[src/design/isort_pkg.sv]
// ----------------------------------------------------------------------------
// isort_pkg
// Types and constants shared by the insertion sorter chain and its cells.
// ----------------------------------------------------------------------------
package isort_pkg;

   localparam int DATA_WIDTH = 32;

   // what one cell shows to its neighbors
   typedef struct packed {
      logic                  valid;
      logic                  gt;
      logic [DATA_WIDTH-1:0] value;
   } cell_link_type;

   // command broadcast to every cell of the chain
   typedef struct packed {
      logic insert;
      logic shift;
   } cell_ctrl_type;

endpackage

[src/design/isort_cell.sv]
// ----------------------------------------------------------------------------
// isort_cell
// One stage of the sort chain: holds one element, compares it against the
// broadcast value and takes data from its lower or upper neighbor.
// ----------------------------------------------------------------------------
module isort_cell
   import isort_pkg::*;
(
   input  logic                  clock,
   input  logic                  reset,
   input  cell_ctrl_type         ctrl,
   input  logic [DATA_WIDTH-1:0] new_value,
   input  cell_link_type         prev_link,
   input  cell_link_type         next_link,
   output cell_link_type         link
);

   logic [DATA_WIDTH-1:0] value_ff;
   logic [DATA_WIDTH-1:0] value_in;
   logic                  valid_ff;
   logic                  valid_in;
   logic                  gt;

   // strict compare keeps equal values in arrival order
   assign gt = valid_ff && ($signed(value_ff) > $signed(new_value));

   always_comb begin
      value_in = value_ff;
      valid_in = valid_ff;
      if (ctrl.shift) begin
         // drain toward the head of the chain
         value_in = next_link.value;
         valid_in = next_link.valid;
      end else if (ctrl.insert) begin
         if (gt || (!valid_ff && prev_link.valid)) begin
            value_in = prev_link.gt ? prev_link.value : new_value;
            valid_in = 1'b1;
         end
      end
   end

   always_ff @(posedge clock) begin
      if (reset) begin
         valid_ff <= 1'b0;
      end else begin
         valid_ff <= valid_in;
      end
      value_ff <= value_in;
   end

   assign link.valid = valid_ff;
   assign link.gt    = gt;
   assign link.value = value_ff;

endmodule

[config.mk]
export PLATFORM = sky130hd
export DESIGN_NAME = isort_cell
export DESIGN_NICKNAME = d
export VERILOG_FILES = /design/src/design/isort_pkg.sv /design/src/design/isort_cell.sv
export SDC_FILE = /design/constraint.sdc
export NUM_CORES = 1
export LEC_CHECK = 0
export ABC_AREA = 1
export BUFFER_PORTS_ARGS = -buffer_cell sky130_fd_sc_hd__buf_4
export CAP_MARGIN = 15
export CORE_ASPECT_RATIO = 1.1
export CORE_UTILIZATION = 46
export DETAILED_ROUTE_END_ITERATION = 10
export MAX_ROUTING_LAYER = met4
export PLACE_DENSITY = 0.82
export SLEW_MARGIN = 20
export SYNTH_ARGS = -nofsm -noshare
export SYNTH_HDL_FRONTEND = slang
export SYNTH_SLANG_ARGS = --single-unit
[constraint.sdc]
create_clock -name clock -period 3.5 [get_ports clock]
set_clock_uncertainty 0.15 [all_clocks]
set_input_delay 0.7 -clock clock [delete_from_list [all_inputs] [get_ports clock]]
set_output_delay 0.7 -clock clock [all_outputs]
set_load 0.01 [all_outputs]
==> results.md, run 1 <==
* Status: completed
* Total CTS buffers at 5
* CTS root buf: clkbuf_8
* CTS tree: done
* Final weighted congestion in routability-driven placement at 0.821
* Crit-path cells: buf_4 -> inv_1 -> ha_1 -> nand2_1 -> inv_1 -> nand2_1 -> nand2_1 -> nand2_1 -> nand2_1 -> nand2_1 -> nand2_1 -> nand2_1 -> nand2_1 -> nand2_1 -> nand3_2 -> inv_1 -> buf_4
* Worst R2R Setup Slack at 1.13 ns
* Post-CTS Setup Bufs at 0
* Critical path class: in -> out
* Area grow syn2layout at 44.4%
* Worst R2R Path Depth at 17
* Final Util at 69.5%
* Nets at 571
* Hold WS at around 0.44 ns
* Max cap viols at 0
* Residual DRC at 0
* CTS Hold Buffers Added at 0
* First-pass GRT wire length at 10,700 um
* First drt pass iteration count at 4
* Worst Path Required at approximately 2.7 ns
* Critical Path Fanout Max at 2
* Port Buffers at 136
* NetSw at 348 uW
* CTS Sinks at 33
* Slew Limit Headroom at between 60% and 70%
* Crit path time final at 2.89 ns
* Power share of the combinational group at 33.4%
* Yosys warning count at 0
* Final worst-path cycle share at 82.5%
* DIE AREA at around 6000 sq um
* CP max stage cell: ha_1
* Starting DRT DRC Count at 108
* Final ANT Viol Nets at 0
* Cell count after synthesis at 304
* Critical Path Max Stage Delay at ~0.30 ns
* Global routing usage on met2 at a little over two fifths
* Top post-synthesis cells by area: edfxtp_1, ha_1, nand2_1
* Met3 usage at under 10%
* Unique masters post-synth at 27
* Routed WL at around 6800 um
* Setup ws final at 0.614 ns
* Chip Width at 73.9 um
* GRT Max-Usage Layer: met2
* Worst Hold Depth at 2
* Initial core utilization at 48.1%
* Global-route usage over all layers at a little under a quarter
* Filler cells at 467
* Area share of the largest cell type after synthesis at 36.8%
* Final instance area at 3770 sq um
* Int Pwr at between 800 and 900 uW
* Detail Placement HPWL at about 5300 um
* HP Start: reset
* Post_cts resized at 0
* Fin Setup TNS at 0 ns
* Clock Latency Late Sink at 0.27 ns
* Slew @ Worst Pin at 0.592 ns
* Switching share of power at 28.9%
* Clk network pwr share at around a quarter
* IO Pins at ~140
* Reg2reg start: value_ff[3]
* Routing usage on met1 at about 27%
* Final Max Tran Viols at 0
* Syn Nets at 440
* Pre-CTS setup slack at 0.613 ns
* Die Height at around 80 um
* Wire per inst at between 10 and 15 um
* Worst path most repeated cell: nand2_1
* Vias in the first global route at 2,492
* Worst Setup End Kind: primary output
* Final setup viols at 0
* WP data arrival at 2.04 ns
* FF+latch count, synth at 33
* GRT overflow at 0
* Hold Path End: valid_ff
* Pin count of the biggest net entering global routing at 63
* Max Clk Rate at about 0.35 GHz
* Leakage at 1.88 nW
* Seq/Total Area, Yosys at 37.5%
* Routed vias at 2,538
* Dpl cell area at between 3000 and 4000 sq um
* H-tree depth at 2
* Longest Clk Path Bufs at 2
* FF-to-FF End: value_ff[16]
* Mean area per synthesized cell at 8.59 sq um
* Power per Cell Area at 319 nW/um^2
* Initial antenna violation count at 0
* Biggest area consumer among synthesized cells: edfxtp_1
* Core box area at between 5000 and 6000 sq um
* Critical path launch point type: input port
* Cell Area, Synth at approximately 2600 sq um
* Share of post-route cells with drive strength above 1 at 36.2%
* Std cell rows at 28
* Vias per cell at approximately 5.0
* Hold WC Path Type: in -> reg
* Antenna fix cells at 0
* RSZ-0062 raised after global routing: no
* Clock transition at path regs at 0.07 ns
* Hold Fails Final Rpt at 0
* Maximum vdd drop at 0.194 mV
* Sequential power share at 41.9%
-- registers in the layout (all words and copies together), names as in the netlist --
register,cells
value_ff,32
valid_ff,1
-- power groups by stage --
stage / Clock, mW / Combinational [mW] / Sequential [mW]
floorplan: 0 / 0.194 / 0.529
global placement: 0 / 0.390 / 0.511
detailed placement: 0 / 0.403 / 0.513
CTS: 0.307 / 0.405 / 0.504
global route: 0.323 / 0.452 / 0.508
finish: 0.297 / 0.401 / 0.504
-- cells by family (layout without fill, tap and decap cells) --
logic type	Yosys count	count (layout)	share of synthesized area (%)
buffers and inverters	60	192	9.48
and+or+nand+nor	96	96	15.5
DFF	33	33	37.5
adders and majority gates	32	32	15.3
AOI/OAI and AO/OA	83	83	22.1
-- Yosys cell counts --
cell,n
a211oi_1,1
a21o_1,2
a21oi_1,17
a21oi_2,2
buf_2,6
buf_4,2
buf_6,1
clkbuf_1,6
dfxtp_1,1
edfxtp_1,32
ha_1,32
inv_1,42
inv_2,3
nand2_1,71
nand2_2,1
nand3_1,3
nand3_2,1
nand4_1,1
nand4_2,1
nor2_1,12
nor2_2,3
nor3_1,1
nor3_2,2
o211ai_1,29
o21a_1,30
o21ai_0,1
o21ai_1,1
-- how the worst max path moves through the flow --
stage                  start          end  slack [ns]  depth (start not counted)
6_report        new_value[3]     link[32]        0.61                         17
5_1_grt        new_value[19]     link[32]        0.44                         15
4_1_cts        new_value[11]     link[32]        0.61                         13
3_5_place_dp   new_value[11]     link[32]        0.61                         13
3_3_place_gp   new_value[11]     link[32]        0.63                         13
2_1_floorplan  new_value[29]  value_ff[0]        0.51                         12
-- through the flow --
stage               std cells  power, mW
floorplan                 304      0.723
global placement          503      0.900
detailed placement        503      0.916
CTS                       511       1.22
global route              511       1.28
finish                    511       1.20
-- per-layer routing --
metal	vias up	share of wire (%)	routed length (um)
li1	1308	-	-
met4	0	0.73	49
met5	-	0	0
met3	4	5.8	392
met2	92	51	3420
met1	1134	43	2890
-- worst max-delay path: cells and delay by family --
kind / cells / cell delay (ns)
buffers and inverters: 5 / 0.34
adders and majority gates: 1 / 0.30
and+or+nand+nor: 11 / 0.71
-- area by class of cell --
type	instances	area (sq um)	area share [%]
clock buffer	8	90.1	2.39
inverter	45	169	4.48
multi-input combinational	211	1380	36.7
sequential	33	981	26.0
tap	75	93.8	2.49
timing repair buffer	139	1060	28.0
-- placed cells by master (no fill, tap or decap), drive strengths merged --
master / instances
buf: 139
nand2: 72
inv: 45
ha: 32
edfxtp: 32
o21a: 30
o211ai: 29
a21oi: 19
nor2: 15
clkbuf: 8
nand3: 4
nor3: 3
a21o: 2
nand4: 2
o21ai: 2
a211oi: 1
dfxtp: 1
No activity file was read; power rests on OpenSTA's default activity.
==> inputs of run 2 (changes only) <==
==> constraint.sdc (replaced) <==
create_clock -name clock -period 2.9 [get_ports clock]
set_clock_uncertainty 0.15 [all_clocks]
set_input_delay 0.58 -clock clock [delete_from_list [all_inputs] [get_ports clock]]
set_output_delay 0.58 -clock clock [all_outputs]
set_load 0.01 [all_outputs]
==> run 2 against run 1 <==
Count of clock-buffer cells in the layout shrank 2. Sequential power rose by 21%. Non-clock buffer count fell by 1. Hold slack lost 0.13 ns.
==> results.md, run 2 (synthesized netlist as in run 1, its figures left out) <==
* Initial antenna violation count at 0 (unchanged)
* Critical Path Fanout Max at 3 (+1)
* CTS Hold Buffers Added at 0 (unchanged)
* Crit-path cells: buf_4 -> inv_1 -> ha_1 -> a21oi_1 -> nand2_1 -> a21oi_1 -> nand2_1 -> nand2_1 -> nand3_1 -> nand3_2 -> inv_1 -> buf_4
* Final Power at 1.43 mW (+19%)
* Vias per cell at 4.99 (+0.55%)
* Max cap viols at 0 (unchanged)
* RSZ-0062 raised after global routing: no
* Maximum vdd drop at 0.239 mV (+23%)
* Std cell rows at 28 (unchanged)
* Worst path most repeated cell: nand2_1
* CTS root buf: clkbuf_8
* Switching share of power at 29.6% (+0.63 points)
* Slew @ Worst Pin at 0.588 ns (-0.00374 ns)
* DP Cell Count at 502 (-0.20%)
* Post-CTS Setup Bufs at 0 (unchanged)
* Share of post-route cells with drive strength above 1 at 36.3% (+0.083 points)
* Crit path time final at about 2.7 ns
* NetSw at 421 uW (+21%)
* Wire per inst at 12.9 um (-2.1%)
* Starting DRT DRC Count at 65 (-40%)
* Port Buffers at 136 (unchanged)
* Status: completed
* Most flops, register: value_ff
* Critical Path Max Stage Delay at 0.32 ns (+0.02 ns)
* Final Util at 69.4% (about the same)
* IO Pins at 138 (unchanged)
* Post_cts resized at 0 (unchanged)
* Power per Cell Area at 378 nW/um^2 (+19%)
* Leakage at 1.88 nW (about the same)
* Chip Width at 73.9 um (unchanged)
* Final ANT Viol Nets at 0 (unchanged)
* Hold WC Path Type: in -> reg
* WP data arrival at 1.92 ns (-0.12 ns)
* Dpl cell area at 3690 sq um (+0.14%)
* Final worst-path cycle share at roughly nine tenths
* Initial core utilization at 48.1% (unchanged)
* Setup ws final at 0.249 ns (-0.365 ns)
* CP max stage cell: ha_1
* Area grow syn2layout at 44.3% (about the same)
* Routed WL at 6600 um (-2.3%)
* Antenna fix cells at 0 (unchanged)
* Core box area at 5430 sq um (unchanged)
* Clk network pwr share at 23.5% (-1.2 points)
* Fin Setup TNS at 0 ns (unchanged)
* Final instance area at 3770 sq um (about the same)
* Slew Limit Headroom at 60.8% (+0.25 points)
* Int Pwr at 1.00 mW (+18%)
* Max reg flops at 32 (unchanged)
* Final weighted congestion in routability-driven placement at 0.817 (-0.49%)
* Hold WS at 0.307 ns (-0.134 ns)
* Pre-CTS setup slack at 0.242 ns (-0.371 ns)
* Top flop regs: value_ff (32), valid_ff (1)
* Longest Clk Path Bufs at 2 (unchanged)
* Global-route usage over all layers at 23.6% (-0.38 points)
* Power share of the combinational group at 33.9% (+0.5 points)
* Routed vias at 2,547 (+0.35%)
* CTS tree: done
* Max Clk Rate at between 0.3 and 0.4 GHz
* Critical path launch point type: input port
* Finished Layout Cells at 510 (-0.20%)
* Vias in the first global route at 2,506 (+0.56%)
* Die Height at 81.0 um (unchanged)
* CTS Sinks at 33 (unchanged)
* Final Max Tran Viols at 0 (unchanged)
* Hold Fails Final Rpt at 0 (unchanged)
* Nets at 570 (-0.18%)
* Sequential power share at 42.6% (+0.7 points)
* Clock transition at path regs at 0.07 ns (about the same)
* DIE AREA at 5990 sq um (unchanged)
* Total CTS buffers at 5 (unchanged)
* First drt pass iteration count at 4 (unchanged)
* Residual DRC at 0 (unchanged)
* GRT overflow at 0 (unchanged)
* Worst Path Required at 2.17 ns (-0.48 ns)
* Commonest non-fill, non-tap cell in the layout: buf_4
* Clock Latency Late Sink at 0.28 ns (about the same)
* Detail Placement HPWL at 5130 um (-3.1%)
* Commonest cells after routing, fill and taps aside: buf_4, nand2_1, inv_1
* Critical path class: in -> out
* First-pass GRT wire length at 10,500 um (-1.8%)
* Pin count of the biggest net entering global routing at 63 (unchanged)
* Worst Setup End Kind: primary output
* H-tree depth at 2 (unchanged)
* Final setup viols at 0 (unchanged)
==> run 2: changes by cell type in the layout (fill, tap and decap cells not counted) <==
cell | previous run | this run
buf_4 | 138 | 136
clkinv_2 | 0 | 2
buf_12 | 1 | 2
clkbuf_1 | 2 | 1
clkbuf_8 | 6 | 5
==> run 2: cell type report <==
| cell class | count | area [sq um] |
|---|---|---|
| clock buffer | 6 | 72.6 |
| multi-input combinational | 211 | 1380 |
| clock inverter | 2 | 10.0 |
| sequential | 33 | 981 |
| inverter | 45 | 169 |
| timing repair buffer | 138 | 1060 |
| fill | 458 | 1660 |
| tap | 75 | 93.8 |
==> run 2: power by group through the flow <==
stage | clock (mW) | sequential [mW] | combinational (mW)
2_1_floorplan | 0 | 0.638 | 0.234
3_3_place_gp | 0 | 0.616 | 0.472
3_5_place_dp | 0 | 0.618 | 0.486
4_1_cts | 0.349 | 0.608 | 0.489
5_1_grt | 0.363 | 0.613 | 0.543
6_report | 0.336 | 0.608 | 0.483
==> run 2: worst max-delay path, delay by kind of cell <==
family,cells,cell delay (ns)
buffers and inverters,4,0.29
AO/OA/AOI/OAI,2,0.33
adder cells (fa/ha/maj),1,0.32
AND/OR/NAND/NOR,5,0.40
==> run 2: layer usage <==
metal | vias to the layer above | track usage [%] | part of all wire [%]
met3 | 6 | 4.22 | 5.7
met1 | 1138 | 26.8 | 43
met2 | 96 | 41.5 | 50
met4 | 0 | 8.27 | 1.3
met5 | - | - | 0
li1 | 1307 | - | -
==> run 2: path summary, 6_finish.rpt <==
kind	startpoint	cells past startpoint	slack, ns	to
worst max-delay path	new_value[11]	12	0.25	link[32]
worst min-delay path	reset	2	0.31	valid_ff
worst max register to register	value_ff[11]	13	0.55	value_ff[16]
worst min register to register	valid_ff	2	0.47	valid_ff
